--- src/hw/rtl/opts_pkg.sv ---
`timescale 1ns / 1ps
// Package: constants, codes and shared types of the timer slot block.
package opts_pkg;

	localparam int SLOTS     = 8;
	localparam int MAX_OUT   = 8;
	localparam int IDX_W     = (SLOTS > 1) ? $clog2(SLOTS) : 1;
	localparam int CNT_W     = $clog2(MAX_OUT + 1);
	localparam int READ_WRAP = 1000;
	localparam int READ_MAX  = 999;

	localparam logic [2:0] MODE_TICK    = 3'd0;
	localparam logic [2:0] MODE_START   = 3'd1;
	localparam logic [2:0] MODE_STOP    = 3'd2;
	localparam logic [2:0] MODE_ADD_ONE = 3'd3;
	localparam logic [2:0] MODE_ADD_PER = 3'd4;

	localparam logic [1:0] KIND_FIRED  = 2'd0;
	localparam logic [1:0] KIND_ADD_OK = 2'd1;
	localparam logic [1:0] KIND_FULL   = 2'd2;

	typedef enum logic [1:0] {
		ST_IDLE,
		ST_UPDATE,
		ST_SCAN,
		ST_FLUSH
	} state_t;

	typedef struct packed {
		logic accept;
		logic update;
		logic scan;
		logic flush;
	} cmd_t;

	typedef struct packed {
		logic tick_go;
		logic scan_end;
	} sts_t;

endpackage

--- src/hw/rtl/opts_ctrl.sv ---
`timescale 1ns / 1ps
// Controller: sequences the tick update, the slot scan and the final flush.
module opts_ctrl (
	input  logic          clk,
	input  logic          arst_n,
	input  logic          start,
	input  opts_pkg::sts_t sts,
	output opts_pkg::cmd_t cmd,
	output logic          busy
);
	import opts_pkg::*;

	state_t state_q;
	state_t state_d;

	always_ff @(posedge clk or negedge arst_n) begin
		if (!arst_n) begin
			state_q <= ST_IDLE;
		end else begin
			state_q <= state_d;
		end
	end

	always_comb begin
		state_d = state_q;
		case (state_q)
			ST_IDLE: begin
				if (start && sts.tick_go) begin
					state_d = ST_UPDATE;
				end
			end
			ST_UPDATE: begin
				state_d = ST_SCAN;
			end
			ST_SCAN: begin
				if (sts.scan_end) begin
					state_d = ST_FLUSH;
				end
			end
			ST_FLUSH: begin
				state_d = ST_IDLE;
			end
			default: begin
				state_d = ST_IDLE;
			end
		endcase
	end

	always_comb begin
		cmd  = '0;
		busy = 1'b1;
		case (state_q)
			ST_IDLE: begin
				busy       = 1'b0;
				cmd.accept = start;
			end
			ST_UPDATE: begin
				cmd.update = 1'b1;
			end
			ST_SCAN: begin
				cmd.scan = 1'b1;
			end
			ST_FLUSH: begin
				cmd.flush = 1'b1;
			end
			default: begin
				busy = 1'b1;
			end
		endcase
	end

`ifndef SYNTHESIS
	a_update_to_scan: assert property (@(posedge clk) disable iff (!arst_n)
		state_q == ST_UPDATE |=> state_q == ST_SCAN)
		else $error("update not followed by scan");
	a_flush_to_idle: assert property (@(posedge clk) disable iff (!arst_n)
		state_q == ST_FLUSH |=> state_q == ST_IDLE)
		else $error("flush not followed by idle");
	a_tick_starts: assert property (@(posedge clk) disable iff (!arst_n)
		(state_q == ST_IDLE && start && sts.tick_go) |=> state_q == ST_UPDATE)
		else $error("running tick did not start an update");
`endif

endmodule

--- src/hw/rtl/opts_datapath.sv ---
`timescale 1ns / 1ps
// Datapath: elapsed count, slot table, scan index and registered result word.
module opts_datapath (
	input  logic           clk,
	input  logic           arst_n,
	input  opts_pkg::cmd_t cmd,
	output opts_pkg::sts_t sts,
	input  logic [2:0]     mode,
	input  logic [9:0]     ms_reading,
	input  logic [31:0]    delay_ms,
	input  logic [7:0]     hook_tag,
	output logic           strobe,
	output logic [1:0]     kind,
	output logic [7:0]     tag_out,
	output logic [31:0]    elapsed_out,
	output logic           last
);
	import opts_pkg::*;

	logic [31:0]      elapsed_q;
	logic [9:0]       prev_q;
	logic             running_q;
	logic [9:0]       reading_q;
	logic [SLOTS-1:0] valid_q;
	logic             periodic_q [SLOTS];
	logic [31:0]      time_q     [SLOTS];
	logic [31:0]      lastfire_q [SLOTS];
	logic [7:0]       tag_q      [SLOTS];
	logic [IDX_W-1:0] idx_q;
	logic [CNT_W-1:0] cnt_q;
	logic             pend_v_q;
	logic [7:0]       pend_tag_q;
	logic             strobe_q;
	logic [1:0]       kind_q;
	logic [7:0]       tag_out_q;
	logic [31:0]      elapsed_out_q;
	logic             last_q;

	logic [9:0]       rd;
	logic [10:0]      step;
	logic             free_found;
	logic [IDX_W-1:0] free_idx;
	logic             is_add;
	logic             add_ok;
	logic [31:0]      age;
	logic             due;
	logic             fire;
	logic             emit_mid;
	logic             emit_end;

	always_comb begin
		rd = (reading_q > 10'(READ_MAX)) ? 10'(READ_MAX) : reading_q;
		if (rd < prev_q) begin
			step = 11'(READ_WRAP) - {1'b0, prev_q} + {1'b0, rd};
		end else begin
			step = {1'b0, rd} - {1'b0, prev_q};
		end
	end

	always_comb begin
		free_found = 1'b0;
		free_idx   = '0;
		for (int i = SLOTS - 1; i >= 0; i--) begin
			if (!valid_q[i]) begin
				free_found = 1'b1;
				free_idx   = IDX_W'(i);
			end
		end
	end

	assign is_add   = cmd.accept && (mode == MODE_ADD_ONE || mode == MODE_ADD_PER);
	assign add_ok   = is_add && free_found;
	assign age      = elapsed_q - lastfire_q[idx_q];
	assign due      = periodic_q[idx_q] ? (age >= time_q[idx_q]) : (elapsed_q >= time_q[idx_q]);
	assign fire     = cmd.scan && valid_q[idx_q] && due && (cnt_q < CNT_W'(MAX_OUT));
	assign emit_mid = fire && pend_v_q;
	assign emit_end = cmd.flush && pend_v_q;

	assign sts.tick_go  = (mode == MODE_TICK) && running_q;
	assign sts.scan_end = (idx_q == IDX_W'(SLOTS - 1));

	always_ff @(posedge clk or negedge arst_n) begin
		if (!arst_n) begin
			elapsed_q <= '0;
			prev_q    <= '0;
			running_q <= 1'b0;
			valid_q   <= '0;
			idx_q     <= '0;
			cnt_q     <= '0;
			pend_v_q  <= 1'b0;
			strobe_q  <= 1'b0;
		end else begin
			strobe_q <= is_add || emit_mid || emit_end;
			if (cmd.accept && mode == MODE_START) begin
				running_q <= 1'b1;
			end
			if (cmd.accept && mode == MODE_STOP) begin
				running_q <= 1'b0;
				prev_q    <= '0;
			end
			if (add_ok) begin
				valid_q[free_idx] <= 1'b1;
			end
			if (cmd.update) begin
				elapsed_q <= elapsed_q + 32'(step);
				prev_q    <= rd;
				idx_q     <= '0;
				cnt_q     <= '0;
				pend_v_q  <= 1'b0;
			end
			if (cmd.scan) begin
				idx_q <= idx_q + 1'b1;
			end
			if (fire) begin
				cnt_q    <= cnt_q + 1'b1;
				pend_v_q <= 1'b1;
				if (!periodic_q[idx_q]) begin
					valid_q[idx_q] <= 1'b0;
				end
			end
			if (cmd.flush) begin
				pend_v_q <= 1'b0;
			end
		end
	end

	always_ff @(posedge clk) begin
		if (cmd.accept) begin
			reading_q <= ms_reading;
		end
		if (add_ok) begin
			periodic_q[free_idx] <= (mode == MODE_ADD_PER);
			time_q[free_idx]     <= (mode == MODE_ADD_PER) ? delay_ms : elapsed_q + delay_ms;
			lastfire_q[free_idx] <= elapsed_q;
			tag_q[free_idx]      <= hook_tag;
		end
		if (fire) begin
			pend_tag_q <= tag_q[idx_q];
			if (periodic_q[idx_q]) begin
				lastfire_q[idx_q] <= elapsed_q;
			end
		end
		if (is_add) begin
			kind_q        <= free_found ? KIND_ADD_OK : KIND_FULL;
			tag_out_q     <= hook_tag;
			elapsed_out_q <= elapsed_q;
			last_q        <= 1'b1;
		end else if (emit_mid || emit_end) begin
			kind_q        <= KIND_FIRED;
			tag_out_q     <= pend_tag_q;
			elapsed_out_q <= elapsed_q;
			last_q        <= emit_end;
		end
	end

	assign strobe      = strobe_q;
	assign kind        = kind_q;
	assign tag_out     = tag_out_q;
	assign elapsed_out = elapsed_out_q;
	assign last        = last_q;

`ifndef SYNTHESIS
	a_cnt_bound: assert property (@(posedge clk) disable iff (!arst_n)
		cnt_q <= CNT_W'(MAX_OUT))
		else $error("fire count past limit");
	a_mid_word: assert property (@(posedge clk) disable iff (!arst_n)
		emit_mid |=> strobe_q && !last_q && kind_q == KIND_FIRED)
		else $error("held fire word not sent");
	a_end_word: assert property (@(posedge clk) disable iff (!arst_n)
		emit_end |=> strobe_q && last_q && kind_q == KIND_FIRED)
		else $error("final fire word not sent");
`endif

endmodule

--- src/hw/rtl/oneshot_periodic_timer_slots.sv ---
`timescale 1ns / 1ps
// Top level: millisecond timer with a table of one-shot and periodic slots.
// A command word is taken when start is high and busy is low. Start, stop,
// add and a tick while stopped leave busy low, so the next word can follow
// at once; an add result appears on the cycle after acceptance. A tick while
// running keeps busy high after acceptance through an update state, a scan
// state that steps through the slots with a single slot compare, and a
// flush state. Each result word is valid for exactly one cycle while
// strobe is high and cannot be held off; last marks the final word of a
// command. A fired word is held until the next due slot is found or the flush
// state is reached, and goes out on the cycle after that, so the final one
// follows the flush cycle.
module oneshot_periodic_timer_slots (
	input  logic        clk,
	input  logic        arst_n,
	input  logic        start,
	output logic        busy,
	input  logic [2:0]  mode,
	input  logic [9:0]  ms_reading,
	input  logic [31:0] delay_ms,
	input  logic [7:0]  hook_tag,
	output logic        strobe,
	output logic [1:0]  kind,
	output logic [7:0]  tag_out,
	output logic [31:0] elapsed_out,
	output logic        last
);
	import opts_pkg::*;

	cmd_t cmd;
	sts_t sts;

	opts_ctrl u_ctrl (
		.clk    (clk),
		.arst_n (arst_n),
		.start  (start),
		.sts    (sts),
		.cmd    (cmd),
		.busy   (busy)
	);

	opts_datapath u_dp (
		.clk         (clk),
		.arst_n      (arst_n),
		.cmd         (cmd),
		.sts         (sts),
		.mode        (mode),
		.ms_reading  (ms_reading),
		.delay_ms    (delay_ms),
		.hook_tag    (hook_tag),
		.strobe      (strobe),
		.kind        (kind),
		.tag_out     (tag_out),
		.elapsed_out (elapsed_out),
		.last        (last)
	);

endmodule

--- config.mk ---
export PLATFORM = sky130hd
export DESIGN_NAME = oneshot_periodic_timer_slots
export DESIGN_NICKNAME = d
export VERILOG_FILES = /design/src/hw/rtl/opts_pkg.sv /design/src/hw/rtl/opts_ctrl.sv /design/src/hw/rtl/opts_datapath.sv /design/src/hw/rtl/oneshot_periodic_timer_slots.sv
export SDC_FILE = /design/constraint.sdc
export NUM_CORES = 1
export LEC_CHECK = 0
export BUFFER_PORTS_ARGS = -buffer_cell sky130_fd_sc_hd__buf_2
export CAP_MARGIN = 20
export CORE_UTILIZATION = 46
export DETAILED_ROUTE_END_ITERATION = 6
export PLACE_DENSITY = 0.61
export SETUP_SLACK_MARGIN = 0.1
export SYNTH_ARGS = -nofsm -noshare
export SYNTH_HDL_FRONTEND = slang
export SYNTH_SLANG_ARGS = --single-unit
--- constraint.sdc ---
create_clock -name clk -period 29.1 [get_ports clk]
set_clock_uncertainty 0.2 [all_clocks]
set_input_delay 4.365 -clock clk [delete_from_list [all_inputs] [get_ports clk]]
set_output_delay 4.365 -clock clk [all_outputs]
set_load 0.1 [all_outputs]
Yosys cells after proc, flatten, opt, wreduce, memory -nomap -nowiden:

Memories as Yosys holds them, arrays and structs flattened. A register that Yosys moved wholly into a read port is not among the register bits.
Cells that the tools add are included.

* word-level logic and storage cells: 138
* bits of input ports: 56
* register bits: 115
* memories kept: 4
* RAM bits: 584

* order comparisons: 9
* reductions and logical operators: 27
* eq/ne operators: 10
* add/sub/neg operators: 8
* muxes and demuxes: 63
* bitwise operators: 3

Memories
* u_dp.lastfire_q: depth 8, bits a word 32, rd ports 1, clocked after memory_dff 0, write ports 1, line opts_datapath.sv:27 `logic [31:0] lastfire_q [SLOTS];`
* u_dp.time_q: depth 8, bits a word 32, rd ports 1, clocked after memory_dff 0, write ports 1, line opts_datapath.sv:26 `logic [31:0] time_q [SLOTS];`
* u_dp.tag_q: depth 8, bits a word 8, rd ports 1, clocked after memory_dff 1, write ports 1, line opts_datapath.sv:28 `logic [7:0] tag_q [SLOTS];`
* u_dp.periodic_q: depth 8, bits a word 1, rd ports 1, clocked after memory_dff 0, write ports 1, line opts_datapath.sv:25 `logic periodic_q [SLOTS];`

Operator list (count)
* $mux W32: 4
* $ge A32 B32 Y1: 2
* $mux W8: 5
* $mux W3: 11
* $add A32 B11 Y32: 1
* $add A32 B32 Y32: 1
* $reduce_or A32 Y1: 1
* $sub A32 B32 Y32: 1
* $mux W10: 3
* $mux W1: 28
* $logic_and A1 B1 Y1: 13
* $add A11 B10 Y11: 1
* $mux W11: 1
* $sub A10 B10 Y11: 1
* $sub A10 B10 Y11 const A: 1
* $gt A10 B10 Y1 const B: 1
* $lt A10 B10 Y1: 1
* $mux W2: 5
* $reduce_bool A2 Y1: 5
* $and A8 B8 Y8: 1
* $lt A3 B4 Y1 const B: 2
* $mux W4: 2
* $not A8 Y8: 1
* $or A8 B8 Y8: 1
* 19 further kinds: 27

Longest topological paths before layout:

Gate-level depths: netlist of the first run.

* word-level depth: 17
* mapped depth: 30
* mapped depth without buffers: 25

Cells and area by module:

From an unflattened synthesis of the first run, not the netlist that was laid out.

* cells, all modules: 2233
* area, all modules: 31845.5 um^2

Modules (own cells, without submodules)
* opts_datapath: area an instance 31666.6 um^2, sequential area each 20860.0 um^2, instances 1, cells each 2217
* opts_ctrl: area an instance 178.9 um^2, sequential area each 50.0 um^2, instances 1, cells each 16

Least setup slack after synthesis of the first run:

No wires, ideal clock.

* path type: input to register
* start: input mode[0]
* end: memory u_dp.lastfire_q[5][0], enable pin
* setup time: 0.389 ns
* data arrival time: 9.540 ns
* stages: 7
* path slack: 18.971 ns
* data required time: 28.511 ns
* path through: nor2_1 > nand2_1 > a21oi_1 > and3_1 > nand3_1 > nor3b_1 > mux2_1

* longest elaborated chain between the ends: 7

Ends and longest elaborated chain
* start, declared: line oneshot_periodic_timer_slots.sv:18 `input logic [2:0] mode,`
* $eq A3 B2 Y1 or $eq A3 B3 Y1 (tied branches): line opts_datapath.sv:71 `assign is_add = cmd.accept && (mode == MODE_ADD_ONE || mode == MODE_ADD_PER);`
* $logic_or A1 B1 Y1 *: line opts_datapath.sv:71
* $logic_and A1 B1 Y1 *: line opts_datapath.sv:71
* $logic_and A1 B1 Y1 *: line opts_datapath.sv:72 `assign add_ok = is_add && free_found;`
* $mux W1 *: line opts_datapath.sv:131 `if (add_ok) begin`
* $mux W1 (implied by the code) *: line opts_datapath.sv:134 `lastfire_q[free_idx] <= elapsed_q;`
* $mux W1 (no line) *
* end, declared: line opts_datapath.sv:27

Every way passes the cells marked *; elsewhere a longest branch is shown, timed or not.

Final worst setup path of the first run:

* start: register u_dp.idx_q[1]
* end: memory u_dp.lastfire_q[1][22], enable pin

* longest elaborated chain between the ends: 10

Ends and longest elaborated chain
* start, declared: line opts_datapath.sv:29 `logic [IDX_W-1:0] idx_q;`
* start signal, assigned: line opts_datapath.sv:112 `idx_q <= idx_q + 1'b1;`
* $mem_v2 Z8 W32
* $sub A32 B32 Y32: line opts_datapath.sv:73 `assign age = elapsed_q - lastfire_q[idx_q];`
* $ge A32 B32 Y1: line opts_datapath.sv:74 `assign due = periodic_q[idx_q] ? (age >= time_q[idx_q]) : (elapsed_q >= time_q[idx_q]);`
* $mux W1: line opts_datapath.sv:74
* $logic_and A1 B1 Y1 (2 in a row): line opts_datapath.sv:75 `assign fire = cmd.scan && valid_q[idx_q] && due && (cnt_q < CNT_W'(MAX_OUT));`
* $mux W1: line opts_datapath.sv:137 `if (fire) begin`
* $mux W1 (implied by the code): line opts_datapath.sv:140 `lastfire_q[idx_q] <= elapsed_q;`
* $reduce_or A32 Y1 (no line)
* $mux W3 (no line) or $mux W1 (tied branches)

Several ways; a longest one is shown, not always the timed one. The select of a mux whose other input is x is not followed.

==> results of run 1 <==
==> worst max-delay path, cell delays in order, from the launching register on <==
cell                        delay, ps
sky130_fd_sc_hd__dfrtp_2          560
sky130_fd_sc_hd__buf_4            550
sky130_fd_sc_hd__inv_2            330
sky130_fd_sc_hd__nor3_4           300
sky130_fd_sc_hd__buf_4            740
sky130_fd_sc_hd__a221oi_1         150
sky130_fd_sc_hd__and3_1           230
sky130_fd_sc_hd__ha_1             270
sky130_fd_sc_hd__nor2b_1          120
sky130_fd_sc_hd__o21ai_0          230
sky130_fd_sc_hd__a21oi_1          160
sky130_fd_sc_hd__o21ai_0          710
sky130_fd_sc_hd__a211oi_1         240
sky130_fd_sc_hd__o31ai_1          290
sky130_fd_sc_hd__nand2b_1         120
sky130_fd_sc_hd__a31oi_1          210
sky130_fd_sc_hd__xnor2_1           90
sky130_fd_sc_hd__ha_1             300
sky130_fd_sc_hd__and4_1           230
sky130_fd_sc_hd__nand2_1           50
sky130_fd_sc_hd__or2_2            290
sky130_fd_sc_hd__o21ai_0          140
sky130_fd_sc_hd__a21oi_1           70
sky130_fd_sc_hd__o2bb2ai_2        450
sky130_fd_sc_hd__nor2b_4          420
sky130_fd_sc_hd__mux2_2           970
==> registers in the layout, indices dropped and copies added (netlist names), 2 cells and up <==
name              count
u_dp.periodic_q       8
u_ctrl.state_q        2
u_dp.idx_q            3
u_dp.tag_q           64
u_dp.kind             2
u_dp.time_q         256
u_dp.cnt_q            4
u_dp.lastfire_q     256
u_dp.elapsed_out     32
u_dp.pend_tag_q       8
u_dp.reading_q       10
u_dp.tag_out          8
u_dp.prev_q          10
u_dp.valid_q          8
u_dp.elapsed_q       32
==> per-stage QoR <==
stage | area (µm²) | util [%] | cells
floorplan | 32300 | - | 2272
detailed placement | 34200 | 49.5 | 3270
global placement | 34100 | 49.5 | 3269
CTS | 36500 | 52.9 | 3404
global route | 36500 | 53.0 | 3407
finish | 36500 | 53.0 | 3407
==> cell usage in the layout, fill, tap and decap left out, types with 11 or more instances in the layout <==
cell,instances
sky130_fd_sc_hd__nand4_1,26
sky130_fd_sc_hd__a22oi_1,173
sky130_fd_sc_hd__a211oi_1,20
sky130_fd_sc_hd__mux4_2,11
sky130_fd_sc_hd__a22o_1,32
sky130_fd_sc_hd__nand3_1,44
sky130_fd_sc_hd__o21ai_0,61
sky130_fd_sc_hd__clkbuf_1,14
sky130_fd_sc_hd__and4_1,28
sky130_fd_sc_hd__and3_1,28
sky130_fd_sc_hd__mux2_2,31
sky130_fd_sc_hd__nor2b_1,13
sky130_fd_sc_hd__dfrtp_1,59
sky130_fd_sc_hd__edfxtp_1,644
sky130_fd_sc_hd__nor2_1,97
sky130_fd_sc_hd__clkbuf_16,77
sky130_fd_sc_hd__clkinv_1,18
sky130_fd_sc_hd__a31oi_1,18
sky130_fd_sc_hd__a221oi_1,36
sky130_fd_sc_hd__a21o_1,67
sky130_fd_sc_hd__nand2b_1,19
sky130_fd_sc_hd__nor3_1,16
sky130_fd_sc_hd__inv_1,75
sky130_fd_sc_hd__buf_2,99
sky130_fd_sc_hd__clkinv_2,13
sky130_fd_sc_hd__ha_1,171
sky130_fd_sc_hd__o21a_1,19
sky130_fd_sc_hd__o21bai_1,14
sky130_fd_sc_hd__xor2_1,36
sky130_fd_sc_hd__xnor2_1,58
sky130_fd_sc_hd__buf_4,65
sky130_fd_sc_hd__a21oi_1,138
sky130_fd_sc_hd__nand2_1,70
sky130_fd_sc_hd__mux2i_1,40
==> power breakdown <==
group	switching, µW	total [µW]	internal [µW]	leakage, µW
registers	44.1	1300	1250	0.00664
clock network	395	912	517	0.00113
logic	1000	1610	602	0.00548
==> layout make-up <==
type,instances,share of cell area [%]
timing repair buffer,168,2.88
tap,931,3.19
multi-input combinational,1390,29.5
clock inverter,41,0.839
clock buffer,93,5.50
inverter,77,0.791
sequential,707,57.3
==> kinds of logic (layout without fill, tap and decap cells) <==
| logic type | after synthesis | after routing | share of synthesized area [%] |
|---|---|---|---|
| mux | 83 | 83 | 3.12 |
| buf+inv | 175 | 379 | 2.13 |
| simple gates | 390 | 390 | 6.38 |
| flops | 707 | 707 | 64.8 |
| compound gates | 644 | 644 | 13.9 |
| fa+ha+maj | 179 | 179 | 7.13 |
| xor+xnor | 94 | 94 | 2.55 |
==> routing by layer <==
metal  vias up  routed length [µm]  track usage, %
li1       9274                   -               -
met1     10500               39500            35.6
met2       815               45200            44.5
met3       152                5800            3.60
met4         0                3590            10.4
met5         -                   0               0
==> worst min-delay path by stage <==
| stage | cells after the start | from | endpoint |
|---|---|---|---|
| floorplan | 2 | u_dp.prev_q[0]$_DFFE_PN0P_ | u_dp.prev_q[0]$_DFFE_PN0P_ |
| global placement | 2 | u_dp.prev_q[0]$_DFFE_PN0P_ | u_dp.prev_q[0]$_DFFE_PN0P_ |
| detailed placement | 2 | u_dp.prev_q[0]$_DFFE_PN0P_ | u_dp.prev_q[0]$_DFFE_PN0P_ |
| CTS | 2 | u_dp.prev_q[0]$_DFFE_PN0P_ | u_dp.prev_q[0]$_DFFE_PN0P_ |
| global route | 2 | u_dp.prev_q[0]$_DFFE_PN0P_ | u_dp.prev_q[0]$_DFFE_PN0P_ |
| finish | 2 | u_dp.prev_q[0]$_DFFE_PN0P_ | u_dp.prev_q[0]$_DFFE_PN0P_ |
==> metrics.sh, run 1 <==
STATUS='finished clean'
FIRST_PASS_GRT_WIRE_LENGTH_UM=137000
TIMING.CRITICAL_PATH.TO_TYPE='flip-flop'
DIE_W_UM=267
YOSYS.CELL_COUNT.TOP_TYPE='sky130_fd_sc_hd__edfxtp_1'
MIN_PERIOD_OVER_PERIOD_PCT=30.6
ROUTED_WIRE_LENGTH_PER_INSTANCE_UM=27.6
HOLD_WS_PS=276
ANT_CELLS=0
SYN-NUM-NETS=2507
LAYOUT_MIN_CYCLE_TIME_PS=8910
MIN-DELAY-PATH-CLASS='reg2reg'
CRIT_TYPE='reg2reg'
DRT_ITER0_MARKERS=2029
AREA_GROWTH_PCT=13.2
POST_SYNTH_INSTANCE_AREA_MM2=0.0323
SYNTHESIS.YOSYS.WARNINGS=0
CLKTRANSATPATHREGS_PS=60
DATA_ARRIVAL_TIME_OF_THE_CRITICAL_PATH_PS=8930
SYNTHESIS.INSTANCES=2272
DIE_AREA_MM2=0.0712
SEQ_AREA_MM2=0.0209
YOSYSTOPAREACELL='sky130_fd_sc_hd__edfxtp_1'
NUMPORTBUFFERS=100
GRT_PASS1_VIAS=20600
POSTROUTEANTENNANETS=0
WORSTSKEWPAIRLATENCY_PS=630
TIMING.RR.END='u_dp.lastfire_q[1][22]$_DFFE_PP_'
WORST_IR_DROP_VDD_mV=0.0571
NUMCLOCKSINKS=707
SETUP_REPAIR_AFTER_GLOBAL_ROUTING_MISSED_ITS_MARGIN='no'
TOTAL_VIA_COUNT_IN_THE_ROUTED_DESIGN=20800
YOSYSSEQAREASHARE_PCT=64.8
DETAILEDPLACE.WORSTSLACK_PS=20290
GRT_ANTENNA_BEFORE_REPAIR=0
POST_SYNTH_EDFFS=644
INITIAL_CORE_UTILIZATION_PCT=46.8
MAXCAPVIOLATIONS=0
P_PER_AREA_mW_PER_MM2=104
MAX_CLOCK_FREQ_MHz=112
SYNTH_ASYNC_SR_FLOP_SHARE_PCT=8.77
CTS_TREE='built'
CRIT_END='u_dp.lastfire_q[1][22]$_DFFE_PP_'
TIMING.REG2REG.SETUP_SLACK_PS=20190
TRITONCTS.NUM_BUFFERS=75
DOMINANTREGCELLSYNTH='sky130_fd_sc_hd__edfxtp_1'
COUNT_OF_CELLS_RESIZED_BY_POST_CTS_REPAIR=0
WORST-ENDPOINT-REQUIRED_PS=29130
YOSYS-TOP-CELLS-AREA='sky130_fd_sc_hd__edfxtp_1 60%, sky130_fd_sc_hd__ha_1 6.6%, sky130_fd_sc_hd__dfrtp_1 4.8%'
RR_STARTPOINT='u_dp.idx_q[1]$_DFFE_PN0P_'
LIBRARY_CELL_USED_AS_CLOCK_ROOT_BUFFER='sky130_fd_sc_hd__clkbuf_16'
GRT_START_MAX_NET_PINS=63
NETLIST-CELL-TYPE-COUNT=78
GLOBAL_ROUTE.OVERFLOW_TOTAL=0
CORE.ROWCOUNT=96
BOUNDARYPINS=101
CLOCK_TREE.HTREE_LEVEL_COUNT=3
FINAL_NUMBER_OF_MAX_TRANSITION_VIOLATIONS=0
DIE_H_UM=267
TRACK_USAGE_PCT=26.8
FIN_TNS_SETUP_PS=0
AREA_INSIDE_THE_CORE_BOUNDARY_MM2=0.0689
TIMING.FINAL.HOLD_VIOLATIONS=0
TIGHTESTPINTRANSITION_PS=1140
ROUTE.FINAL.WIRE_LENGTH_UM=94100
WORSTPATHMAXFANOUT=51
FIN_TOTAL_PWR_uW=3810
SETUP_VIOL_COUNT_FINAL=0
NUMBER_OF_ITERATIONS_IN_THE_FIRST_DETAILED_ROUTING_PASS=7
FILLCELLCOUNT=5816
DRCVIOLATIONCOUNT=0
POST_CTS_BUFFERS=0
LEAKAGE_POWER_TOTAL_uW=0.0133
SYNTH_COMMON_CELLS='644 x sky130_fd_sc_hd__edfxtp_1, 173 x sky130_fd_sc_hd__a22oi_1, 171 x sky130_fd_sc_hd__ha_1'
LAYOUT-DRIVE-GT1-SHARE_PCT=14.3
CTS_BUFFER_DEPTH=3
MULTIINPUTGATEAREA_MM2=0.0108
SYNTH_AREA_PER_CELL_UM2=14.2
CRIT_PATH_START_KIND='flip-flop'
SYNTH_SEQ_CELLS=707
NETS=2654
FINAL_CRITICAL_PATH_SETUP_SLACK_PS=20190
ROUTABILITYCONGESTION=0.894
DP_HPWL_UM=59000
STARTPOINT='u_dp.idx_q[1]$_DFFE_PN0P_'
SYNTH_TOP_AREA_SHARE_PCT=59.9
HOLD_BUFFERS=0
MAXSLEWHEADROOM_PCT=22.9
DRT-VIAS-PER-INSTANCE=6.10
R2R_WORST_PATH_DEPTH=25
Power figures use the tool's default switching activity.
==> run 2: changes to the inputs <==
--- a/config.mk
+++ b/config.mk
@@ -5,6 +5,7 @@
 export SDC_FILE = /design/constraint.sdc
 export NUM_CORES = 1
 export LEC_CHECK = 0
+export ABC_AREA = 1
 export BUFFER_PORTS_ARGS = -buffer_cell sky130_fd_sc_hd__buf_2
 export CAP_MARGIN = 20
 export CORE_UTILIZATION = 46
==> constraint.sdc (replaced) <==
create_clock -name clk -period 8.4 [get_ports clk]
set_clock_uncertainty 0.2 [all_clocks]
set_input_delay 1.26 -clock clk [delete_from_list [all_inputs] [get_ports clk]]
set_output_delay 1.26 -clock clk [all_outputs]
set_load 0.1 [all_outputs]
==> run 2 against run 1 <==
Effect of this change:
- register-to-register slack worse by 19000 ps
- largest power group unchanged
- design area is 2.5% higher
- via count grew 12%
- critical endpoint is now u_dp.lastfire_q[5][11]$_DFFE_PP_
- cell count up 18%
- area after synthesis grew 2.3%
- synthesized cell count up 26%
- die area increased by 2.3%
- routed wire length up 4.3%
- fmax up 22%
- flip-flop and latch count did not move
- first-iteration DRC count rose by 12%
- non-clock buffer count did not move
==> metrics.sh, run 2 <==
DRCVIOLATIONCOUNT=0  # unchanged
LAYOUT-DRIVE-GT1-SHARE_PCT=11.0  # -3.3 points
LARGEST_REGISTERS='u_dp.lastfire_q x256, u_dp.time_q x256, u_dp.tag_q x64'
GRT_ANTENNA_BEFORE_REPAIR=0  # unchanged
CRIT_TYPE='reg2reg'
DP_HPWL_UM=64500  # +9.4%
WORSTHOLDENDPOINT='u_dp.cnt_q[3]$_DFFE_PN0P_'
TOTAL_VIA_COUNT_IN_THE_ROUTED_DESIGN=23300  # +12%
COUNT_OF_PLACED_STANDARD_CELLS_IN_THE_FINAL_LAYOUT_FILLERS_LEFT_OUT=4012  # +18%
STATUS='finished clean'
CLKPWRFRAC_PCT=24.9  # +1.0 points
YOSYS.CELL_COUNT.TOP_TYPE='sky130_fd_sc_hd__edfxtp_1'
SYNTH_COMMON_CELLS='644 x sky130_fd_sc_hd__edfxtp_1, 591 x sky130_fd_sc_hd__nand2_1, 283 x sky130_fd_sc_hd__inv_1'
WORSTSKEWPAIRLATENCY_PS=640  # about the same
POST_SYNTH_INSTANCE_AREA_MM2=0.0330  # +2.3%
SWSHARE_PCT=39.7  # +1.9 points
HOLD_PATH_DEPTH=2  # unchanged
SYNTH_AREA_PER_CELL_UM2=11.6  # -19%
SWITCHINGPOWER_uW=5170  # +260%
FINAL_UTIL_PCT=53.1  # +0.11 points
ROUTED_WIRE_LENGTH_PER_INSTANCE_UM=24.4  # -11%
WORSTPATHMAXFANOUT=32  # -37%
WORST-ENDPOINT-REQUIRED_PS=8420  # -20710 ps
MOST-COMMON-LAYOUT-CELLS='644 x sky130_fd_sc_hd__edfxtp_1, 591 x sky130_fd_sc_hd__nand2_1, 283 x sky130_fd_sc_hd__inv_1, 171 x sky130_fd_sc_hd__ha_1, 149 x sky130_fd_sc_hd__a21oi_1'
SEQ_POWER_SHARE_PCT=34.2  # +0.2 points
LEAKAGE_POWER_TOTAL_uW=0.0147  # +11%
YOSYSSEQAREASHARE_PCT=63.3  # -1.5 points
CORE.ROWCOUNT=97  # +1.0%
POST_SYNTH_EDFFS=644  # unchanged
SYNTH_TOP_AREA_SHARE_PCT=58.6  # -1.4 points
ANT_CELLS=0  # unchanged
NETS=3253  # +23%
SYN-NUM-NETS=3091  # +23%
LAYOUT_MIN_CYCLE_TIME_PS=7280  # -1630 ps
ROUTABILITYCONGESTION=0.918  # +2.7%
GRT_PASS1_VIAS=23100  # +12%
TIMING.CRITICAL_PATH.TO_TYPE='flip-flop'
MIN-DELAY-PATH-CLASS='reg2reg'
DOMINANT_CELL_TYPE_BY_COUNT_ON_THE_CRITICAL_PATH='sky130_fd_sc_hd__nand2_1'
AREA_INSIDE_THE_CORE_BOUNDARY_MM2=0.0705  # +2.3%
COMBINATIONALPOWERSHARE_PCT=40.9  # -1.2 points
PLACEDCELLCOUNT=3882  # +19%
RR_STARTPOINT='u_dp.idx_q[0]$_DFFE_PN0P_'
R2R_WORST_PATH_DEPTH=32  # +28%
DRT_ITER0_MARKERS=2280  # +12%
SETUP_REPAIR_AFTER_GLOBAL_ROUTING_MISSED_ITS_MARGIN='no'
DIE_H_UM=270  # +1.2%
DETAILEDPLACE.WORSTSLACK_PS=1270  # -19030 ps
MAX_CLOCK_FREQ_MHz=137  # +22%
SYNTHESIS.INSTANCES=2856  # +26%
DIE_W_UM=270  # +1.2%
TIMING.REG2REG.SETUP_SLACK_PS=1120  # -19070 ps
NUMBER_OF_ITERATIONS_IN_THE_FIRST_DETAILED_ROUTING_PASS=7  # unchanged
SYNTH_SEQ_CELLS=707  # unchanged
WORST_IR_DROP_VDD_mV=0.229  # +300%
TRACK_USAGE_PCT=26.9  # +0.16 points
FIN_TOTAL_PWR_uW=13000  # +240%
POWER_REPORT.INTERNAL_TOTAL_uW=7860  # +230%
CLKTRANSATPATHREGS_PS=60  # about the same
TIMING.RR.END='u_dp.lastfire_q[5][11]$_DFFE_PP_'
NUMPORTBUFFERS=100  # unchanged
HOLD_BUFFERS=0  # unchanged
CRIT_PATH_START_KIND='flip-flop'
SYNTH_ASYNC_SR_FLOP_SHARE_PCT=8.77  # unchanged
BOUNDARYPINS=101  # unchanged
COUNT_OF_CELLS_RESIZED_BY_POST_CTS_REPAIR=0  # unchanged
FINAL_NUMBER_OF_MAX_TRANSITION_VIOLATIONS=0  # unchanged
DRT-VIAS-PER-INSTANCE=5.80  # -4.9%
LIBRARY_CELL_USED_AS_CLOCK_ROOT_BUFFER='sky130_fd_sc_hd__clkbuf_16'
TRITONCTS.NUM_BUFFERS=73  # -2.7%
INITIAL_CORE_UTILIZATION_PCT=46.8  # about the same
DIE_AREA_MM2=0.0729  # +2.3%
FINAL_CRITICAL_PATH_SETUP_SLACK_PS=1120  # -19070 ps
YOSYS-TOP-CELLS-AREA='sky130_fd_sc_hd__edfxtp_1 59%, sky130_fd_sc_hd__nand2_1 6.7%, sky130_fd_sc_hd__ha_1 6.5%'
P_PER_AREA_mW_PER_MM2=348  # +230%
AREA_GROWTH_PCT=13.3
NUMCLOCKSINKS=707  # unchanged
HOLD_PATH_STARTPOINT='u_dp.cnt_q[3]$_DFFE_PN0P_'
YOSYSTOPAREACELL='sky130_fd_sc_hd__edfxtp_1'
POSTROUTEANTENNANETS=0  # unchanged
FIRST_PASS_GRT_WIRE_LENGTH_UM=146000  # +6.1%
CRITPATHMAXSTAGEDELAY_PS=930  # -40 ps
CTS_BUFFER_DEPTH=3  # unchanged
SETUP_VIOL_COUNT_FINAL=0  # unchanged
CTS_TREE='built'
NETLIST-CELL-TYPE-COUNT=60  # -23%
ROUTE.FINAL.WIRE_LENGTH_UM=98100  # +4.3%
GRT_START_MAX_NET_PINS=68  # +7.9%
DATA_ARRIVAL_TIME_OF_THE_CRITICAL_PATH_PS=7300  # -1630 ps
MIN_PERIOD_OVER_PERIOD_PCT=86.7  # +56 points
GLOBAL_ROUTE.OVERFLOW_TOTAL=0  # unchanged
POST_CTS_BUFFERS=0  # unchanged
DOMINANTREGCELLSYNTH='sky130_fd_sc_hd__edfxtp_1'
TIMING.FINAL.HOLD_VIOLATIONS=0  # unchanged
SYNTHESIS.YOSYS.WARNINGS=0  # unchanged
MAXSLEWHEADROOM_PCT=24.7  # +1.8 points
FIN_TNS_SETUP_PS=0  # unchanged
TIGHTESTPINTRANSITION_PS=1130  # -17.3 ps
WORST_PATH_MAX_DELAY_CELL='sky130_fd_sc_hd__nor2_4'
MAXCAPVIOLATIONS=0  # unchanged
LAYOUT_COMMONEST_CELL='sky130_fd_sc_hd__edfxtp_1'
CLOCK_TREE.HTREE_LEVEL_COUNT=3  # unchanged
[run 2: cell types whose count changed in the layout (fill, tap and decap cells not counted), sizes merged, moves of 57 or more]
cell,delta
a21o,-57
nand4,+68
nand2,+525
a22oi,-93
o21ai,+58
inv,+217
[run 2: worst max-delay path by stage]
stage	startpoint	end	slack, ps
final	u_dp.idx_q[0]$_DFFE_PN0P_	u_dp.lastfire_q[5][11]$_DFFE_PP_	1120
after global routing	u_dp.idx_q[0]$_DFFE_PN0P_	u_dp.lastfire_q[5][11]$_DFFE_PP_	610
after CTS	u_dp.idx_q[0]$_DFFE_PN0P_	u_dp.lastfire_q[1][27]$_DFFE_PP_	1180
after detailed placement	u_dp.idx_q[0]$_DFFE_PN0P_	u_dp.lastfire_q[5][22]$_DFFE_PP_	1270
after global placement	u_dp.idx_q[1]$_DFFE_PN0P_	u_dp.lastfire_q[5][27]$_DFFE_PP_	1200
after floorplan	u_dp.idx_q[0]$_DFFE_PN0P_	u_dp.elapsed_out[0]$_DFFE_PP_	1510
[run 2: power by group through the flow]
| stage | Sequential (µW) | Clock, µW | Combinational (µW) |
|---|---|---|---|
| floorplan | 4760 | 0 | 3360 |
| global placement | 4520 | 0 | 5140 |
| detailed placement | 4530 | 0 | 5270 |
| CTS | 4460 | 3280 | 5300 |
| global route | 4480 | 3420 | 5910 |
| finish | 4460 | 3240 | 5330 |
[run 2: critical path, delay by kind of cell, from the launching register on]
family | cells | cell delay (ps)
compound gates | 4 | 730
simple gates | 21 | 3350
flops | 1 | 560
fa+ha+maj | 3 | 830
buf+inv | 3 | 990
xor+xnor | 1 | 150
[run 2: routing by layer]
layer	global-route usage, %	wire, µm	up-vias
li1	-	-	10700
met1	36.1	41500	11600
met2	44.1	46300	877
met3	3.73	6520	162
met4	11.0	3830	0
met5	0	0	-
[run 2: area by class of cell]
cell class	instances	area [µm²]
clock inverters	42	449
fillers	5952	33100
flip-flops and latches	707	20900
multi-input cells	1775	10800
well taps	940	1180
inverters	293	1100
clock buffers	87	1930
repair buffers	168	1030
[run 2: kinds of logic after synthesis]
family / after synthesis / synth area share, %
adders and majority gates: 179 / 6.96
AOI/OAI and AO/OA: 542 / 10.8
xor gates and xnor gates: 67 / 1.78
buffers and inverters: 374 / 4.36
DFF: 707 / 63.3
and+or+nand+nor: 987 / 12.8
[run 2: through the flow]
stage	hold WS, ps	cell area, µm²
2_1_floorplan	259	33000
3_3_place_gp	284	35000
3_5_place_dp	290	35000
4_1_cts	305	37400
5_1_grt	338	37400
6_report	304	37400
